--- config.mk ---
export PLATFORM = sky130hd
export DESIGN_NAME = gpc_column_cell
export DESIGN_NICKNAME = d
export VERILOG_FILES = /design/src/rtl/gpc_column_cell.sv
export SDC_FILE = /design/constraint.sdc
export NUM_CORES = 1
export LEC_CHECK = 0
export BUFFER_PORTS_ARGS = -buffer_cell sky130_fd_sc_hd__buf_2
export CAP_MARGIN = 20
export CORE_ASPECT_RATIO = 1.4
export CORE_MARGIN = 2
export CORE_UTILIZATION = 36
export DETAILED_ROUTE_END_ITERATION = 12
export SLEW_MARGIN = 5
export SYNTH_ARGS = -nofsm -noshare
export SYNTH_HDL_FRONTEND = slang
export SYNTH_SLANG_ARGS = --single-unit
--- constraint.sdc ---
create_clock -name clk -period 3.8 [get_ports clk]
set_input_delay 0 -clock clk [delete_from_list [all_inputs] [get_ports clk]]
set_output_delay 0 -clock clk [all_outputs]
set_load 0.02 [all_outputs]
--- src/rtl/gpc_column_cell.sv ---
// One window column cell: holds three samples and compares them to the centre.
// Cells are chained; no package dependency.
`default_nettype none

module gpc_column_cell #(
  parameter int SAMPLE_WIDTH = 16
) (
  input  wire logic                           clk,
  input  wire logic                           shift,
  input  wire logic [2:0][SAMPLE_WIDTH-1:0]   col_in,
  input  wire logic        [SAMPLE_WIDTH-1:0] centre,
  output logic      [2:0][SAMPLE_WIDTH-1:0]   col_q,
  output logic      [2:0]                     below
);

  // Element 0 is the top row of the window, element 2 the bottom row.
  always_ff @(posedge clk) begin
    if (shift) begin
      col_q <= col_in;
    end
  end

  always_comb begin
    for (int k = 0; k < 3; k++) begin
      below[k] = $signed(col_q[k]) < $signed(centre);
    end
  end

endmodule

`default_nettype wire

=== Word level (Yosys, flattened, before mapping) ===
Cells that the tools add are included.

* Register bits: 48

* Magnitude comparators: 3

{| class="wikitable"
|+ Operator list
! kind !! number
|-
| $lt 16x16->1 || 3
|}

=== Longest topological paths before layout ===
Gate-level depths: netlist (run 1).

* Depth after elaboration: 1
* Gate-level depth with buffers: 7
* Gate-level depth less buffers: 7

=== Worst setup path before layout (run 1) ===
OpenSTA, ideal clock, no wires.

* Kind: register to output
* Start point: register col_q[23] (netlist name)
* End point: output port below[1]
* Arrival time: 1941 ps
* Data required time: 3800 ps
* Path slack: 1859 ps
* Cell stages (with the launch flop): 7
* Path buffers: 0
* Path through: edfxtp_1 ha_1 a41o_1 a21oi_1 nor3_1 nor4_1 mux2i_1

* Word-level cells in the longest chain between the ends: 1

{| class="wikitable"
|+ Ends and longest elaborated chain
! element !! RTL line !! source
|-
| from (decl) || 12 || <nowiki>output logic [2:0][SAMPLE_WIDTH-1:0] col_q,</nowiki>
|-
| from (signal assigned) || 19 || <nowiki>col_q <= col_in;</nowiki>
|-
| $lt 16x16->1 || 25 || <nowiki>below[k] = $signed(col_q[k]) < $signed(centre);</nowiki>
|-
| to (decl) || 13 || <nowiki>output logic [2:0] below</nowiki>
|}

No other way between the ends.

=== Worst setup path after layout (run 1) ===
* Start point: register col_q[22] (netlist name)
* End point: output port below[1]

Same word-level chain as after synthesis.

==> run_results.csv, run 1 <==
group,metric,value,unit
logic_synthesis,synth_edf_count,48,
logic_synthesis,syn_nets,287,
logic_synthesis,ys_seq_elements,48,
placed_design,place_ws,1.93,ns
final_layout,fillers,574,
sta,setup_violations,0,
sta,hold_viol,0,
routing,ant_nets,0,
global_route,grt_start_max_net_pins,49,
sta,worst_pin_slew,0.342,ns
final_layout,largest_reg_flops,48,
routing,vias,2065,
sta,period_needed,2.16,ns
pwr,ir_worst_vdd,0.202,mV
clocking,htreeDepth,2,
logic_synthesis,syn_area_per_cell,14.0,µm²
logic_synthesis,yosys_most_used_dff,"edfxtp_1",
logic_synthesis,synthDistinctLibCells,23,
worst_setup_path,crit_fanout,3,
logic_synthesis,yosysWarnings,0,
final_layout,final_util,0.567,
global_route,grt_pass1_vias,2227,
routing,firstDrtPassIters,4,
floorplanning,rows,35,
clocking,path_clk_slew,0.09,ns
final_layout,largestRegisters,"col_q x48",
pwr,power_density,337,mW/mm²
clocking,cts_tree,"built",
final_layout,diodes,0,
final_layout,top_register,"col_q",
global_route,grt_usage,0.181,
logic_synthesis,synth_top_cell_area_share,0.584,
worst_setup_path,crit_slowest_cell,"edfxtp_1",
global_route,antenna_found_initial,0,
clocking,cts.path.max_buffers,2,
floorplanning,start_util,0.373,
logic_synthesis,synth_seq_area_share,0.584,
routing,drc,0,
clocking,cts_made_buffers,5,
clocking,root_buffer,"clkbuf_8",
worst_setup_path,worstPathArrival,2.16,ns
placed_design,port_buffers,116,
sta,rsz0062_at_grt,"no",
sta,worst_slack,1.64,ns
placed_design,gp_congestion,0.775,
pwr,p_total,1260,µW
final_layout,area_delta_synth_final,51.8,%
worst_setup_path,path_cells,"ha_1, a41o_1, a21oi_1, nor3_1, nor4_1, mux2i_1, buf_2",
logic_synthesis,syn_area,0.00247,mm²
worst_setup_path,slowest_delay,0.41,ns
pwr,p_leak,0.00178,µW
routing,drt-initial-drc-count,63,
run,drv_cap,0,
floorplanning,die_area,0.00754,mm²
floorplanning,ios,117,
logic_synthesis,synth_top_area_cell,"edfxtp_1",
floorplanning,core-area,0.00661,mm²
min_path,worst_hold_path_type,"in -> reg",
worst_setup_path,path_buf_inv,1,
sta,timing.fmax,0.463,GHz
global_route,overflow,0,
worst_setup_path,critical-path-top-delay-family,"flip-flops",
logic_synthesis,async_reset_ff_frac,0,
routing,wl,6540,µm
worst_setup_path,cp-end-kind,"primary output",
routing,vias_per_cell,4.68,
clocking,cts_setup_buffers,0,
routing,wl_per_cell,14.8,µm
clocking,cts_sinks,48,
global_route,grt_pass1_wl,10200,µm
worst_setup_path,worstPathRequired,3.80,ns
logic_synthesis,synth_cells,176,
floorplanning,die_h,102,µm
final_layout,finalNetCount,459,
placed_design,placed_area,0.00316,mm²
final_layout,drive_gt1_frac,0.355,
sta,slew_headroom,0.769,
placed_design,place_hpwl,4840,µm
logic_synthesis,synthTopCellsByArea,"edfxtp_1 (58%), ha_1 (23%), a21oi_1 (3.7%), inv_1 (2.6%), a21o_1 (1.8%)",
sta,slew_violations,0,
sta,tns,0,ns
worst_setup_path,critPathLaunchType,"flop",
sta,fin_crit_sh,0.568,
floorplanning,dieWidth,74.0,µm
run_status,run_status,"completed",
final_layout,fin_area,0.00375,mm²
worst_setup_path,crit_type,"reg -> out",
-- metrics by stage --
| step | hold slack [ns] | std cells |
|---|---|---|
| floorplan | 0.0989 | 176 |
| global placement | 0.176 | 384 |
| detailed placement | 0.178 | 384 |
| CTS | 0.393 | 440 |
| global route | 0.112 | 441 |
| finish | 0.116 | 441 |
-- layout make-up --
cell class,instances,area [µm²],area share
multi-input combinational,111,962,0.257
clock buffer,5,68.8,0.0184
clock inverter,3,13.8,0.00367
tap,92,115,0.0307
sequential,48,1440,0.385
inverter,17,63.8,0.0170
timing repair buffer,165,1080,0.289
-- per-layer routing --
metal,track usage,part of all wire,vias to the layer above
met4,0.0685,0.020,0
met3,0.0355,0.056,9
met5,0,0,-
met2,0.341,0.55,73
met1,0.193,0.37,947
li1,-,-,1036
-- path summary, 6_finish.rpt --
check                 depth (start not counted)       from        end  slack (ns)
worst max-delay path                          7  col_q[22]   below[1]        1.64
worst min-delay path                          1      shift  col_q[39]        0.12
-- Yosys cell counts, types with 2 or more instances --
cell type,n
a211oi_1,2
a21o_1,6
a21oi_1,18
a41o_1,2
edfxtp_1,48
ha_1,45
inv_1,17
mux2i_1,2
nand2_1,5
nand3_1,2
nand4_1,7
nor2_1,2
nor3_1,5
o2111ai_1,2
o21ai_0,5
-- cell usage in the layout (no fill, tap or decap) --
cell type,instances
edfxtp_1,48
nand2_1,5
a41o_1,2
a22o_1,1
or4b_1,1
o21ai_0,5
clkinv_1,1
o2111ai_1,2
or3_1,1
ha_1,45
nor2_1,2
a21oi_1,18
nand4_1,7
dlygate4sd3_1,48
a21o_1,6
nand3_1,2
and4_1,1
inv_1,17
nor2b_1,1
a211oi_1,2
buf_12,1
nor3_1,5
o311ai_0,1
buf_2,116
clkbuf_8,5
mux2i_1,2
nand2b_1,1
nor4_1,1
clkinv_2,2
-- kinds of logic (layout without fill, tap and decap cells) --
group	after synthesis	after routing	synth area share
and+or+nand+nor	27	27	0.0604
adders and majority gates	45	45	0.228
AOI/OAI and AO/OA	37	37	0.0933
muxes	2	2	0.00811
DFF	48	48	0.584
buffers and inverters	17	190	0.0259
-- power breakdown --
part / leakage, µW / switching (µW) / internal (µW)
Clock: 0.0000453 / 166 / 125
Combinational: 0.00127 / 174 / 145
Sequential: 0.000470 / 22.4 / 630
Total: 0.00178 / 363 / 901
-- repair_timing --
action	in CTS	in global routing
endpoints found under the hold margin	48	0
endpoints found under the setup margin	0	0
hold buffers	48	0
resized for setup	0	0
No activity file was read; power rests on OpenSTA's default activity.
==> run 2, diff against run 1 <==
- PLACE_DENSITY: not set -> 0.67
- clock period: 3.8 -> 1.9 ns (I/O delays scaled with it)
==> run_results.csv, run 2 (synthesized netlist as in run 1, its figures left out) <==
group,metric,value,unit
run_status,run_status,"finished with violations",
run_status,violations,"setup timing",
floorplanning,core-area,0.00661,mm²
routing,drt-initial-drc-count,49,
clocking,cts_tree,"built",
final_layout,mostFrequentLayoutCells,"buf_2 (113), edfxtp_1 (48), dlygate4sd3_1 (48), ha_1 (37), inv_1 (17)",
sta,worst_pin_slew,0.531,ns
final_layout,largest_reg_flops,48,
global_route,grt_usage,0.176,
sta,rsz0062_at_grt,"yes",
sta,setup_violations,3,
sta,slew_headroom,0.646,
floorplanning,ios,117,
global_route,overflow,0,
sta,hold_viol,0,
clocking,cts_made_buffers,5,
sta,fin_crit_sh,1.14,
min_path,whs_endpoint,"col_q[6]",
placed_design,gp_congestion,0.880,
clocking,cts_sinks,48,
clocking,path_clk_slew,0.08,ns
clocking,root_buffer,"clkbuf_8",
floorplanning,die_area,0.00754,mm²
routing,firstDrtPassIters,4,
pwr,p_leak,0.00183,µW
placed_design,place_hpwl,4930,µm
worst_setup_path,worstPathRequired,1.90,ns
clocking,htreeDepth,2,
pwr,ir_worst_vdd,0.462,mV
worst_setup_path,crit_slowest_cell,"or4b_1",
min_path,worst_hold_path_type,"in -> reg",
routing,vias,2116,
floorplanning,dieWidth,74.0,µm
placed_design,placed_area,0.00323,mm²
placed_design,port_buffers,116,
pwr,power_density,652,mW/mm²
worst_setup_path,critPathLaunchType,"flop",
sta,timing.fmax,0.461,GHz
worst_setup_path,path_buf_inv,1,
sta,tns,-0.541,ns
floorplanning,rows,35,
min_path,whs_path_depth,1,
floorplanning,start_util,0.373,
worst_setup_path,cp-end-kind,"primary output",
sta,period_needed,2.17,ns
global_route,antenna_found_initial,0,
worst_setup_path,crit_type,"reg -> out",
final_layout,finalNetCount,468,
final_layout,fin_area,0.00399,mm²
placed_design,place_ws,-0.0868,ns
global_route,grt_pass1_wl,9960,µm
routing,ant_nets,0,
pwr,seq_power_share,0.504,
floorplanning,die_h,102,µm
run,drv_cap,0,
worst_setup_path,path_cells,"ha_4, a21o_1, nand3_2, a21oi_2, or4b_1, mux2i_2, buf_4",
final_layout,drive_gt1_frac,0.431,
pwr,swShare,0.284,
global_route,grt_start_max_net_pins,28,
pwr,combPwrFrac,0.280,
final_layout,largestRegisters,"col_q x48",
pwr,power_switching,738,µW
pwr,internal_power,1860,µW
final_layout,area_delta_synth_final,61.7,%
sta,hold_ws,0.220,ns
sta,slew_violations,0,
worst_setup_path,slowest_delay,0.53,ns
worst_setup_path,critical-path-top-delay-family,"simple AND/OR/NAND/NOR gates",
min_path,hold_path.startpoint,"shift",
final_layout,top_register,"col_q",
worst_setup_path,crit_fanout,2,
routing,wl,6500,µm
routing,vias_per_cell,4.71,
routing,drc,0,
clocking,cts.path.max_buffers,2,
sta,worst_slack,-0.271,ns
routing,wl_per_cell,14.5,µm
worst_setup_path,worstPathArrival,2.17,ns
final_layout,layout_commonest_cell,"buf_2",
global_route,grt_pass1_vias,2232,
final_layout,diodes,0,
pwr,clock_power_share,0.216,
-- run 2: worst max-delay path by stage --
stage | cells after the start | to | from
floorplan | 6 | below[1] | col_q[23]
global placement | 8 | below[1] | col_q[18]
detailed placement | 8 | below[1] | col_q[30]
CTS | 7 | below[1] | col_q[18]
global route | 7 | below[1] | col_q[29]
finish | 7 | below[0] | col_q[9]
-- run 2: layer usage --
layer,vias to the layer above,share of wire,global-route usage
met2,77,0.55,0.325
met1,975,0.36,0.183
li1,1046,-,-
met4,0,0.037,0.0979
met3,18,0.050,0.0316
met5,-,0,0
-- run 2: area by class of cell --
class | instances | area, µm²
Clock buffer | 6 | 72.6
Timing Repair Buffer | 174 | 1160
Inverter | 17 | 63.8
Fill cell | 552 | 2620
Sequential cell | 48 | 1440
Tap cell | 92 | 115
Multi-Input combinational cell | 111 | 1130
Clock inverter | 1 | 5.00
-- run 2: repair_timing --
action                                 CTS  global route
setup buffers                            3             2
pin swaps                               13             8
setup endpoints to repair                3             3
hold buffers                            48             0
endpoints found under the hold margin   48             0
resized for setup                       13            14
-- run 2: power groups by stage --
stage / registers (µW) / clock network [µW] / logic [µW]
after detailed placement: 1330 / 0 / 582
after CTS: 1310 / 597 / 694
final: 1310 / 562 / 728
after floorplan: 1430 / 0 / 220
after global routing: 1320 / 623 / 809
after global placement: 1330 / 0 / 567
-- run 2: metrics by stage --
stage          utilization  total power (µW)  instances
6_report             0.603              2600        449
5_1_grt              0.603              2750        449
4_1_cts              0.585              2600        447
3_5_place_dp         0.488              1910        390
3_3_place_gp         0.488              1890        390
2_1_floorplan            -              1650        176
==> run 3, diff against run 2 <==
- CORE_ASPECT_RATIO: 1.4 -> 0.8
- CORE_UTILIZATION: 36 -> 42
- PLACE_DENSITY: 0.67 -> 0.76
- SLEW_MARGIN: 5 -> not set
==> run_results.csv, run 3 (synthesized netlist as in run 1, its figures left out) <==
group,metric,value,unit
routing,wl_per_cell,15.7,µm
worst_setup_path,crit_slowest_cell,"or4b_1",
clocking,root_buffer,"clkbuf_8",
final_layout,largest_reg_flops,48,
global_route,antenna_found_initial,0,
floorplanning,dieWidth,89.7,µm
pwr,power_density,691,mW/mm²
floorplanning,ios,117,
min_path,whs_endpoint,"col_q[16]",
global_route,grt_pass1_wl,10200,µm
worst_setup_path,crit_fanout,2,
routing,drc,0,
final_layout,drive_gt1_frac,0.439,
min_path,worst_hold_path_type,"in -> reg",
clocking,htreeDepth,2,
worst_setup_path,path_cells,"ha_4, a21o_1, nand3_2, a21oi_2, or4b_1, mux2i_2, buf_4",
final_layout,layout_commonest_cell,"buf_2",
final_layout,top_register,"col_q",
routing,vias,2103,
clocking,cts_made_buffers,5,
clocking,cts_sinks,48,
routing,vias_per_cell,4.86,
global_route,grt_pass1_vias,2193,
floorplanning,die_h,72.6,µm
floorplanning,start_util,0.444,
sta,slew_headroom,0.620,
placed_design,place_ws,-0.0389,ns
run,drv_cap,0,
worst_setup_path,cp-end-kind,"primary output",
clocking,path_clk_slew,0.08,ns
final_layout,finalNetCount,465,
sta,worst_slack,-0.231,ns
run_status,violations,"setup timing",
routing,wl,6810,µm
sta,worst_pin_slew,0.570,ns
pwr,p_leak,0.00182,µW
global_route,grt_start_max_net_pins,27,
routing,firstDrtPassIters,4,
final_layout,largestRegisters,"col_q x48",
min_path,whs_path_depth,1,
final_layout,diodes,0,
placed_design,gp_congestion,0.745,
pwr,ir_worst_vdd,0.506,mV
sta,setup_violations,3,
worst_setup_path,worstPathArrival,2.13,ns
placed_design,place_hpwl,4660,µm
routing,ant_nets,0,
sta,period_needed,2.13,ns
final_layout,finalNonFillerCells,433,
clocking,cts.path.max_buffers,2,
sta,rsz0062_at_grt,"yes",
worst_setup_path,crit_type,"reg -> out",
routing,drt-initial-drc-count,59,
final_layout,area_delta_synth_final,63.0,%
sta,timing.fmax,0.469,GHz
worst_setup_path,slowest_delay,0.48,ns
worst_setup_path,critPathLaunchType,"flop",
final_layout,mostFrequentLayoutCells,"buf_2 (113), edfxtp_1 (48), dlygate4sd3_1 (48), ha_1 (33), inv_1 (17)",
floorplanning,rows,24,
sta,hold_viol,0,
run_status,run_status,"finished with violations",
worst_setup_path,timing.critical_path.from,"col_q[9]",
worst_setup_path,worstPathRequired,1.90,ns
floorplanning,die_area,0.00651,mm²
sta,fin_crit_sh,1.12,
sta,slew_violations,0,
placed_design,port_buffers,116,
clocking,cts_tree,"built",
floorplanning,core-area,0.00556,mm²
min_path,hold_path.startpoint,"shift",
global_route,overflow,0,
placed_design,dp_cells,373,
global_route,grt_usage,0.210,
==> run 3: cell count changes in the layout (fill, tap and decap cells not counted), sizes merged <==
cell and delta:
buf -3, bufinv +1
==> run 3: metrics by stage <==
| stage | hold slack, ns | cell area (µm²) | total power, µW | setup TNS, ns | utilization |
|---|---|---|---|---|---|
| after floorplan | 0.0989 | 2470 | 1650 | -0.0220 | - |
| after CTS | 0.218 | 3930 | 2750 | -0.636 | 0.707 |
| final | 0.235 | 4020 | 2780 | -0.521 | 0.724 |
| after global routing | 0.243 | 4020 | 2920 | -0.744 | 0.724 |
| after global placement | 0.176 | 3190 | 1880 | -0.00436 | 0.574 |
| after detailed placement | 0.178 | 3190 | 1900 | -0.0389 | 0.574 |
==> run 3: how the worst max path moves through the flow <==
stage / endpoint / slack, ns / cells past startpoint
6_report: below[0] / -0.23 / 7
3_3_place_gp: below[1] / -0.004 / 8
3_5_place_dp: below[1] / -0.04 / 8
5_1_grt: below[1] / -0.31 / 8
4_1_cts: below[1] / -0.29 / 7
2_1_floorplan: below[1] / -0.02 / 6
==> run 3: layout make-up <==
class / count / area (µm²)
Inverter: 17 / 63.8
Tap cell: 78 / 97.6
Timing Repair Buffer: 171 / 1140
Clock inverter: 2 / 35.0
Multi-Input combinational cell: 111 / 1170
Fill cell: 391 / 1530
Clock buffer: 6 / 72.6
Sequential cell: 48 / 1440
==> run 3: power by group <==
group,leakage [µW],switching (µW),total (µW),internal (µW)
clock,0.0000552,329,720,391
combinational,0.00130,384,743,358
sequential,0.000470,56.1,1320,1260
==> run 3: timing repair <==
item | CTS | global route
endpoints found under the hold margin | 48 | 0
pin swaps | 13 | 9
setup buffers | 4 | 1
endpoints found under the setup margin | 3 | 3
cloned | 0 | 0
resized for setup | 18 | 15
hold buffers | 48 | 0
==> run 3: routing by layer <==
metal,share of wire,track usage,vias to the layer above,wire (µm)
li1,-,-,1046,-
met1,0.43,0.272,969,2920
met2,0.49,0.350,80,3320
met3,0.073,0.0546,8,498
met4,0.011,0.0531,0,72
met5,0,0,-,0
==> run 3: critical path, delay by kind of cell, from the launching register on <==
kind | cells | cell delay [ns]
adders and majority gates | 1 | 0.24
DFF | 1 | 0.44
AOI/OAI and AO/OA | 2 | 0.26
buffers and inverters | 1 | 0.16
muxes | 1 | 0.16
and+or+nand+nor | 2 | 0.57
